**src/design/slid_pkg.sv**
```systemverilog
// shared types and constants for the sorted list insert/delete table
package slid_pkg;

   localparam int DEF_CAPACITY    = 16;
   localparam int DEF_VALUE_WIDTH = 32;
   localparam int COUNT_OUT_W     = 5;

   localparam logic OP_INSERT = 1'b0;
   localparam logic OP_DELETE = 1'b1;

   typedef enum logic [1:0] {
      ST_INSERTED = 2'd0,
      ST_DELETED  = 2'd1,
      ST_NOMATCH  = 2'd2,
      ST_FULL     = 2'd3
   } slid_status_type;

   // position flags one cell hands to its right neighbor
   typedef struct packed {
      logic ins_at;   // slot is at or after the insert point
      logic del_at;   // slot is occupied and holds a value >= request
   } slid_flags_type;

   // table update that applies to every cell in the cycle of a transfer
   typedef struct packed {
      logic do_ins;
      logic do_del;
   } slid_ctrl_type;

endpackage

```
**src/design/slid_cell.sv**
```systemverilog
// one slot of the sorted table: compare, then hold, load the request value, or shift left or right
module slid_cell #(
   parameter int INDEX       = 0,
   parameter int CNT_W       = 5,
   parameter int VALUE_WIDTH = 32
) (
   input  logic                    clock,
   input  logic [VALUE_WIDTH-1:0]  value,
   input  logic [CNT_W-1:0]        count,
   input  slid_pkg::slid_ctrl_type ctrl,
   input  slid_pkg::slid_flags_type left_flags,
   input  logic [VALUE_WIDTH-1:0]  left_entry,
   input  logic [VALUE_WIDTH-1:0]  right_entry,
   output slid_pkg::slid_flags_type flags,
   output logic [VALUE_WIDTH-1:0]  entry,
   output logic                    hit
);
   import slid_pkg::*;

   logic [VALUE_WIDTH-1:0] entry_ff;
   logic [VALUE_WIDTH-1:0] entry_in;
   logic                   occupied;
   logic                   less;
   logic                   below;

   always_comb begin
      occupied     = count > CNT_W'(INDEX);
      less         = value < entry_ff;
      below        = entry_ff < value;
      flags.ins_at = !occupied || less;
      flags.del_at = occupied && !below;
      // first slot holding a value >= request, and it is equal
      hit          = flags.del_at && !left_flags.del_at && (entry_ff == value);
      entry_in     = entry_ff;
      if (ctrl.do_ins && flags.ins_at) begin
         entry_in = left_flags.ins_at ? left_entry : value;
      end else if (ctrl.do_del && flags.del_at) begin
         entry_in = right_entry;
      end
   end

   always_ff @(posedge clock) begin
      entry_ff <= entry_in;
   end

   assign entry = entry_ff;

endmodule

```
**src/design/sorted_list_insert_delete.sv**
```systemverilog
// top level: chain of table slots with count, status and result register
//
//   channel | direction | ports
//   req     | in        | req_valid, req_stall, req_type, req_item_value
//   rsp     | out       | rsp_valid, rsp_stall, rsp_status, rsp_entry_count,
//           |           | rsp_table_full
//
// one request per cycle while req_stall is low; every slot compares and shifts in the cycle of the transfer,
// and the result shows in the output register on the next cycle.
// reset empties the table (count to zero) with no clearing pass.
// a stalled result holds req_stall high until it is taken; requests then wait.
module sorted_list_insert_delete #(
   parameter int CAPACITY    = slid_pkg::DEF_CAPACITY,
   parameter int VALUE_WIDTH = slid_pkg::DEF_VALUE_WIDTH
) (
   input  logic                            clock,
   input  logic                            reset,
   input  logic                            req_valid,
   output logic                            req_stall,
   input  logic                            req_type,
   input  logic [VALUE_WIDTH-1:0]          req_item_value,
   output logic                            rsp_valid,
   input  logic                            rsp_stall,
   output logic [1:0]                      rsp_status,
   output logic [slid_pkg::COUNT_OUT_W-1:0] rsp_entry_count,
   output logic                            rsp_table_full
);
   import slid_pkg::*;

   localparam int CNT_W = $clog2(CAPACITY + 1);

   logic [CNT_W-1:0]       count_ff;
   logic [CNT_W-1:0]       count_in;
   logic                   rsp_valid_ff;
   slid_status_type        status_ff;
   slid_status_type        status_in;
   logic [CNT_W-1:0]       rsp_count_ff;
   logic                   full_ff;

   logic                   accept;
   logic                   full;
   logic                   found;
   slid_ctrl_type          ctrl;
   logic [CAPACITY-1:0]    hits;
   logic [VALUE_WIDTH-1:0] entries [CAPACITY];
   slid_flags_type         flags   [CAPACITY];
   logic [CNT_W+COUNT_OUT_W-1:0] count_ext;

   assign req_stall = rsp_valid_ff && rsp_stall;
   assign accept    = req_valid && !req_stall;
   assign full      = count_ff == CNT_W'(CAPACITY);
   assign found     = |hits;

   for (genvar i = 0; i < CAPACITY; i++) begin : g_cell
      slid_flags_type         lf;
      logic [VALUE_WIDTH-1:0] le;
      logic [VALUE_WIDTH-1:0] re;
      if (i == 0) begin : g_first
         assign lf = '0;
         assign le = entries[i];
      end else begin : g_mid
         assign lf = flags[i-1];
         assign le = entries[i-1];
      end
      if (i == CAPACITY - 1) begin : g_last
         assign re = entries[i];
      end else begin : g_notlast
         assign re = entries[i+1];
      end
      slid_cell #(
         .INDEX      (i),
         .CNT_W      (CNT_W),
         .VALUE_WIDTH(VALUE_WIDTH)
      ) u_cell (
         .clock      (clock),
         .value      (req_item_value),
         .count      (count_ff),
         .ctrl       (ctrl),
         .left_flags (lf),
         .left_entry (le),
         .right_entry(re),
         .flags      (flags[i]),
         .entry      (entries[i]),
         .hit        (hits[i])
      );
   end

   always_comb begin
      ctrl.do_ins = accept && (req_type == OP_INSERT) && !full;
      ctrl.do_del = accept && (req_type == OP_DELETE) && found;
      count_in    = count_ff;
      if (ctrl.do_ins) begin
         count_in = count_ff + CNT_W'(1);
      end else if (ctrl.do_del) begin
         count_in = count_ff - CNT_W'(1);
      end
      if (req_type == OP_INSERT) begin
         status_in = full ? ST_FULL : ST_INSERTED;
      end else begin
         status_in = found ? ST_DELETED : ST_NOMATCH;
      end
   end

   always_ff @(posedge clock) begin
      if (reset) begin
         count_ff     <= '0;
         rsp_valid_ff <= 1'b0;
      end else begin
         count_ff <= count_in;
         if (accept) begin
            rsp_valid_ff <= 1'b1;
         end else if (!rsp_stall) begin
            rsp_valid_ff <= 1'b0;
         end
      end
   end

   always_ff @(posedge clock) begin
      if (accept) begin
         status_ff    <= status_in;
         rsp_count_ff <= count_in;
         full_ff      <= count_in == CNT_W'(CAPACITY);
      end
   end

   assign count_ext       = {{COUNT_OUT_W{1'b0}}, rsp_count_ff};
   assign rsp_valid       = rsp_valid_ff;
   assign rsp_status      = status_ff;
   assign rsp_entry_count = count_ext[COUNT_OUT_W-1:0];
   assign rsp_table_full  = full_ff;

   a_count_bound: assert property (@(posedge clock) disable iff (reset)
      count_ff <= CNT_W'(CAPACITY))
      else $error("entry count above capacity");

   a_one_hit: assert property (@(posedge clock) disable iff (reset)
      $onehot0(hits))
      else $error("more than one slot matched a delete");

   a_rsp_after_transfer: assert property (@(posedge clock) disable iff (reset)
      accept |=> rsp_valid_ff)
      else $error("no result after request transfer");

   a_dropped_full: assert property (@(posedge clock) disable iff (reset)
      (rsp_valid_ff && status_ff == ST_FULL) |-> full_ff)
      else $error("insert dropped while table not full");

   a_count_step: assert property (@(posedge clock) disable iff (reset)
      (accept && !ctrl.do_ins && !ctrl.do_del) |=> $stable(count_ff))
      else $error("count changed without a table update");

endmodule
```
**config.mk**
```make
export PLATFORM = sky130hd
export DESIGN_NAME = sorted_list_insert_delete
export DESIGN_NICKNAME = d
export VERILOG_FILES = /design/src/design/slid_pkg.sv /design/src/design/slid_cell.sv /design/src/design/sorted_list_insert_delete.sv
export SDC_FILE = /design/constraint.sdc
export NUM_CORES = 2
export LEC_CHECK = 0
export BUFFER_PORTS_ARGS = -buffer_cell sky130_fd_sc_hd__buf_2
export CAP_MARGIN = 40
export CORE_UTILIZATION = 35
export CTS_CLUSTER_SIZE = 10
export DETAILED_ROUTE_END_ITERATION = 16
export HOLD_SLACK_MARGIN = 0.1
export PLACE_DENSITY = 0.55
export SETUP_SLACK_MARGIN = 0.3
export SLEW_MARGIN = 40
export SYNTH_ARGS = -nofsm -noshare
export SYNTH_HDL_FRONTEND = slang
export SYNTH_HIERARCHICAL = 1
export SYNTH_SLANG_ARGS = --single-unit
```
**constraint.sdc**
```tcl
create_clock -name clock -period 7.7 [get_ports clock]
set_input_delay 1.155 -clock clock [delete_from_list [all_inputs] [get_ports clock]]
set_output_delay 1.155 -clock clock [all_outputs]
set_load 0.01 [all_outputs]
```
==> results.json <==
{
  "status": "completed",
  "cts.sinks": 526,
  "crit_family": "compound AO/OA/AOI/OAI gates",
  "synthCells": 5682,
  "path_clk_slew_ps": 50,
  "grt_antenna_before_repair": 5,
  "finalMaxSlewViolations": 0,
  "firstDrtPassIters": 7,
  "crit_type": "primary input to register",
  "wirelength_mm": 193,
  "relSlewSlack_pct": 39.2,
  "maxCapViolCount": 0,
  "period_minus_slack_ps": 6480,
  "min_delay_path_depth": 3,
  "cts_hold_buf": 0,
  "layout_commonest_cell": "inv_1",
  "rsz0062_at_grt": "false",
  "final_core_util_pct": 38.3,
  "syn_area_um2": 51900,
  "core_um2": 147000,
  "cts_made_buffers": 71,
  "ff2ff_setup_slack_ps": 2100,
  "port_buffers": 46,
  "drc": 0,
  "rows": 141,
  "path_buf_inv": 5,
  "ir_worst_vdd_uv": 153,
  "final_area_um2": 56500,
  "yosysWarnings": 6,
  "groute.usage.overall_pct": 25.0,
  "leakage_nw": 25.8,
  "worst_pin_slew_ps": 913,
  "postCtsSetupBuffers": 0,
  "htreeDepth": 3,
  "path_cells": "buf_2 > buf_4 > inv_1 > ha_1 > a21oi_1 > o21ai_0 > a221oi_1 > o31ai_4 > a21oi_1 > nor2_1 > nor4_2 > nor4_4 > nand4_4 > nand2_1 > nor2_2 > buf_4 > nor2b_1 > o32a_2 > buf_12",
  "avgSynthCellArea_um2": 9.14,
  "hp-start": "rsp_valid",
  "required_ps": 8090,
  "place_area_um2": 54300,
  "post_drt_wl_per_cell_um": 25.6,
  "reg2reg_from": "g_cell[7].u_cell/entry[19]",
  "mostFrequentLayoutCells": "inv_1, nand2_1, edfxtp_1",
  "place_congestion": 0.911,
  "p_per_area_nw_per_um2": 187,
  "first_iter_violations": 4595,
  "io_pins": 47,
  "crit_arrival_ps": 6870,
  "slowest_delay_ps": 790,
  "hold_class": "register to register",
  "root_buffer": "clkbuf_16",
  "cts_resized": 0,
  "hold_viol": 0,
  "clock_path_buffers": 3,
  "antenna_cells": 0,
  "clock.fmax_mhz": 154,
  "nets": 6125,
  "grt_max_degree": 114,
  "post_route_cells_drive_above_1_share_pct": 14.5,
  "initial_core_util_pct": 35.2,
  "chipWidth_um": 387,
  "clk_latency_ps": 700,
  "die_h_um": 387,
  "vias_per_cell": 6.14,
  "die_area_um2": 150000,
  "cp-end-kind": "register",
  "grt_pass1_vias": 44700,
  "reg2reg_depth": 16,
  "tns_ps": 0,
  "min_to": "rsp_valid",
  "syn_to_final_growth_pct": 8.69,
  "grt.overflow.total": 0,
  "setup_violations": 0,
  "dp_hpwl_mm": 136,
  "detail-route-antenna-nets": 0,
  "reg2reg_to": "g_cell[13].u_cell/entry[17]",
  "fin_worst_skew_ps": 40.6,
  "vias": 46400,
  "cp_max_fo": 19,
  "cts_tree": "built",
  "grt_pass1_wl_mm": 289,
  "crit_slowest_cell": "nor4_2",
  "critPathLaunchType": "primary input",
  "period_share_pct": 84.1
}
==> registers in the layout (all words and copies together), names as in the netlist <==
signal and flops:
rsp_valid 1, count_ff 5, rsp_entry_count 5, rsp_table_full 1, rsp_status 2, g_cell.u_cell/entry 512
==> how the worst max path moves through the flow <==
stage | startpoint | end | slack [ps] | depth (start not counted)
final | req_item_value[19] | g_cell[13].u_cell/entry[17] | 1220 | 19
after global routing | req_item_value[19] | g_cell[13].u_cell/entry[5] | 1200 | 19
after CTS | req_item_value[19] | g_cell[13].u_cell/entry[17] | 1350 | 19
after detailed placement | req_item_value[19] | g_cell[13].u_cell/entry[9] | 620 | 19
after global placement | req_item_value[19] | g_cell[13].u_cell/entry[3] | 170 | 19
after floorplan | req_item_value[14] | g_cell[7].u_cell/entry[0] | 950 | 16
==> power breakdown <==
part	internal (W)	switching, W
clock network	0.00173	0.00143
logic	0.00123	0.00225
registers	0.00355	0.000376
total	0.00651	0.00406
==> worst reg2reg max path, cell delays in order (launching register included) <==
cell      delay (ps)
edfxtp_1         510
ha_1             360
a21oi_1          120
o21ai_0          160
a221oi_1         690
o31ai_4           90
a21oi_1          520
nor2_1           150
nor4_2           790
nor4_4           210
nand4_4          240
nand2_1          130
nor2_2           100
buf_4            390
nor2b_1          220
o32a_2           410
buf_12           230
==> area by class of cell <==
type / count / area (µm²)
fillers: 14700 / 91000
multi-input cells: 4065 / 31700
flip-flops and latches: 526 / 15700
inverters: 680 / 2550
well taps: 1930 / 2410
repair buffers: 230 / 2000
clock buffers: 98 / 1900
clock inverters: 25 / 166
==> metal layers <==
layer  vias up  track usage (%)  share of wire, %
li1      21200                -                 -
met1     22800             33.3                43
met2      1934             40.1                46
met3       370             3.83               7.0
met4         2             10.2               4.2
met5         -                0            0.0078
==> per-stage QoR <==
stage          hold WS, ps  instances  setup WS (ps)  power [W]
2_1_floorplan          624       5683            949    0.00626
3_3_place_gp           597       7409            167    0.00728
4_1_cts                643       7551           1350     0.0106
3_5_place_dp           632       7428            624    0.00738
5_1_grt                706       7554           1200     0.0110
6_report               635       7554           1220     0.0106
No activity file was read; power rests on OpenSTA's default activity.
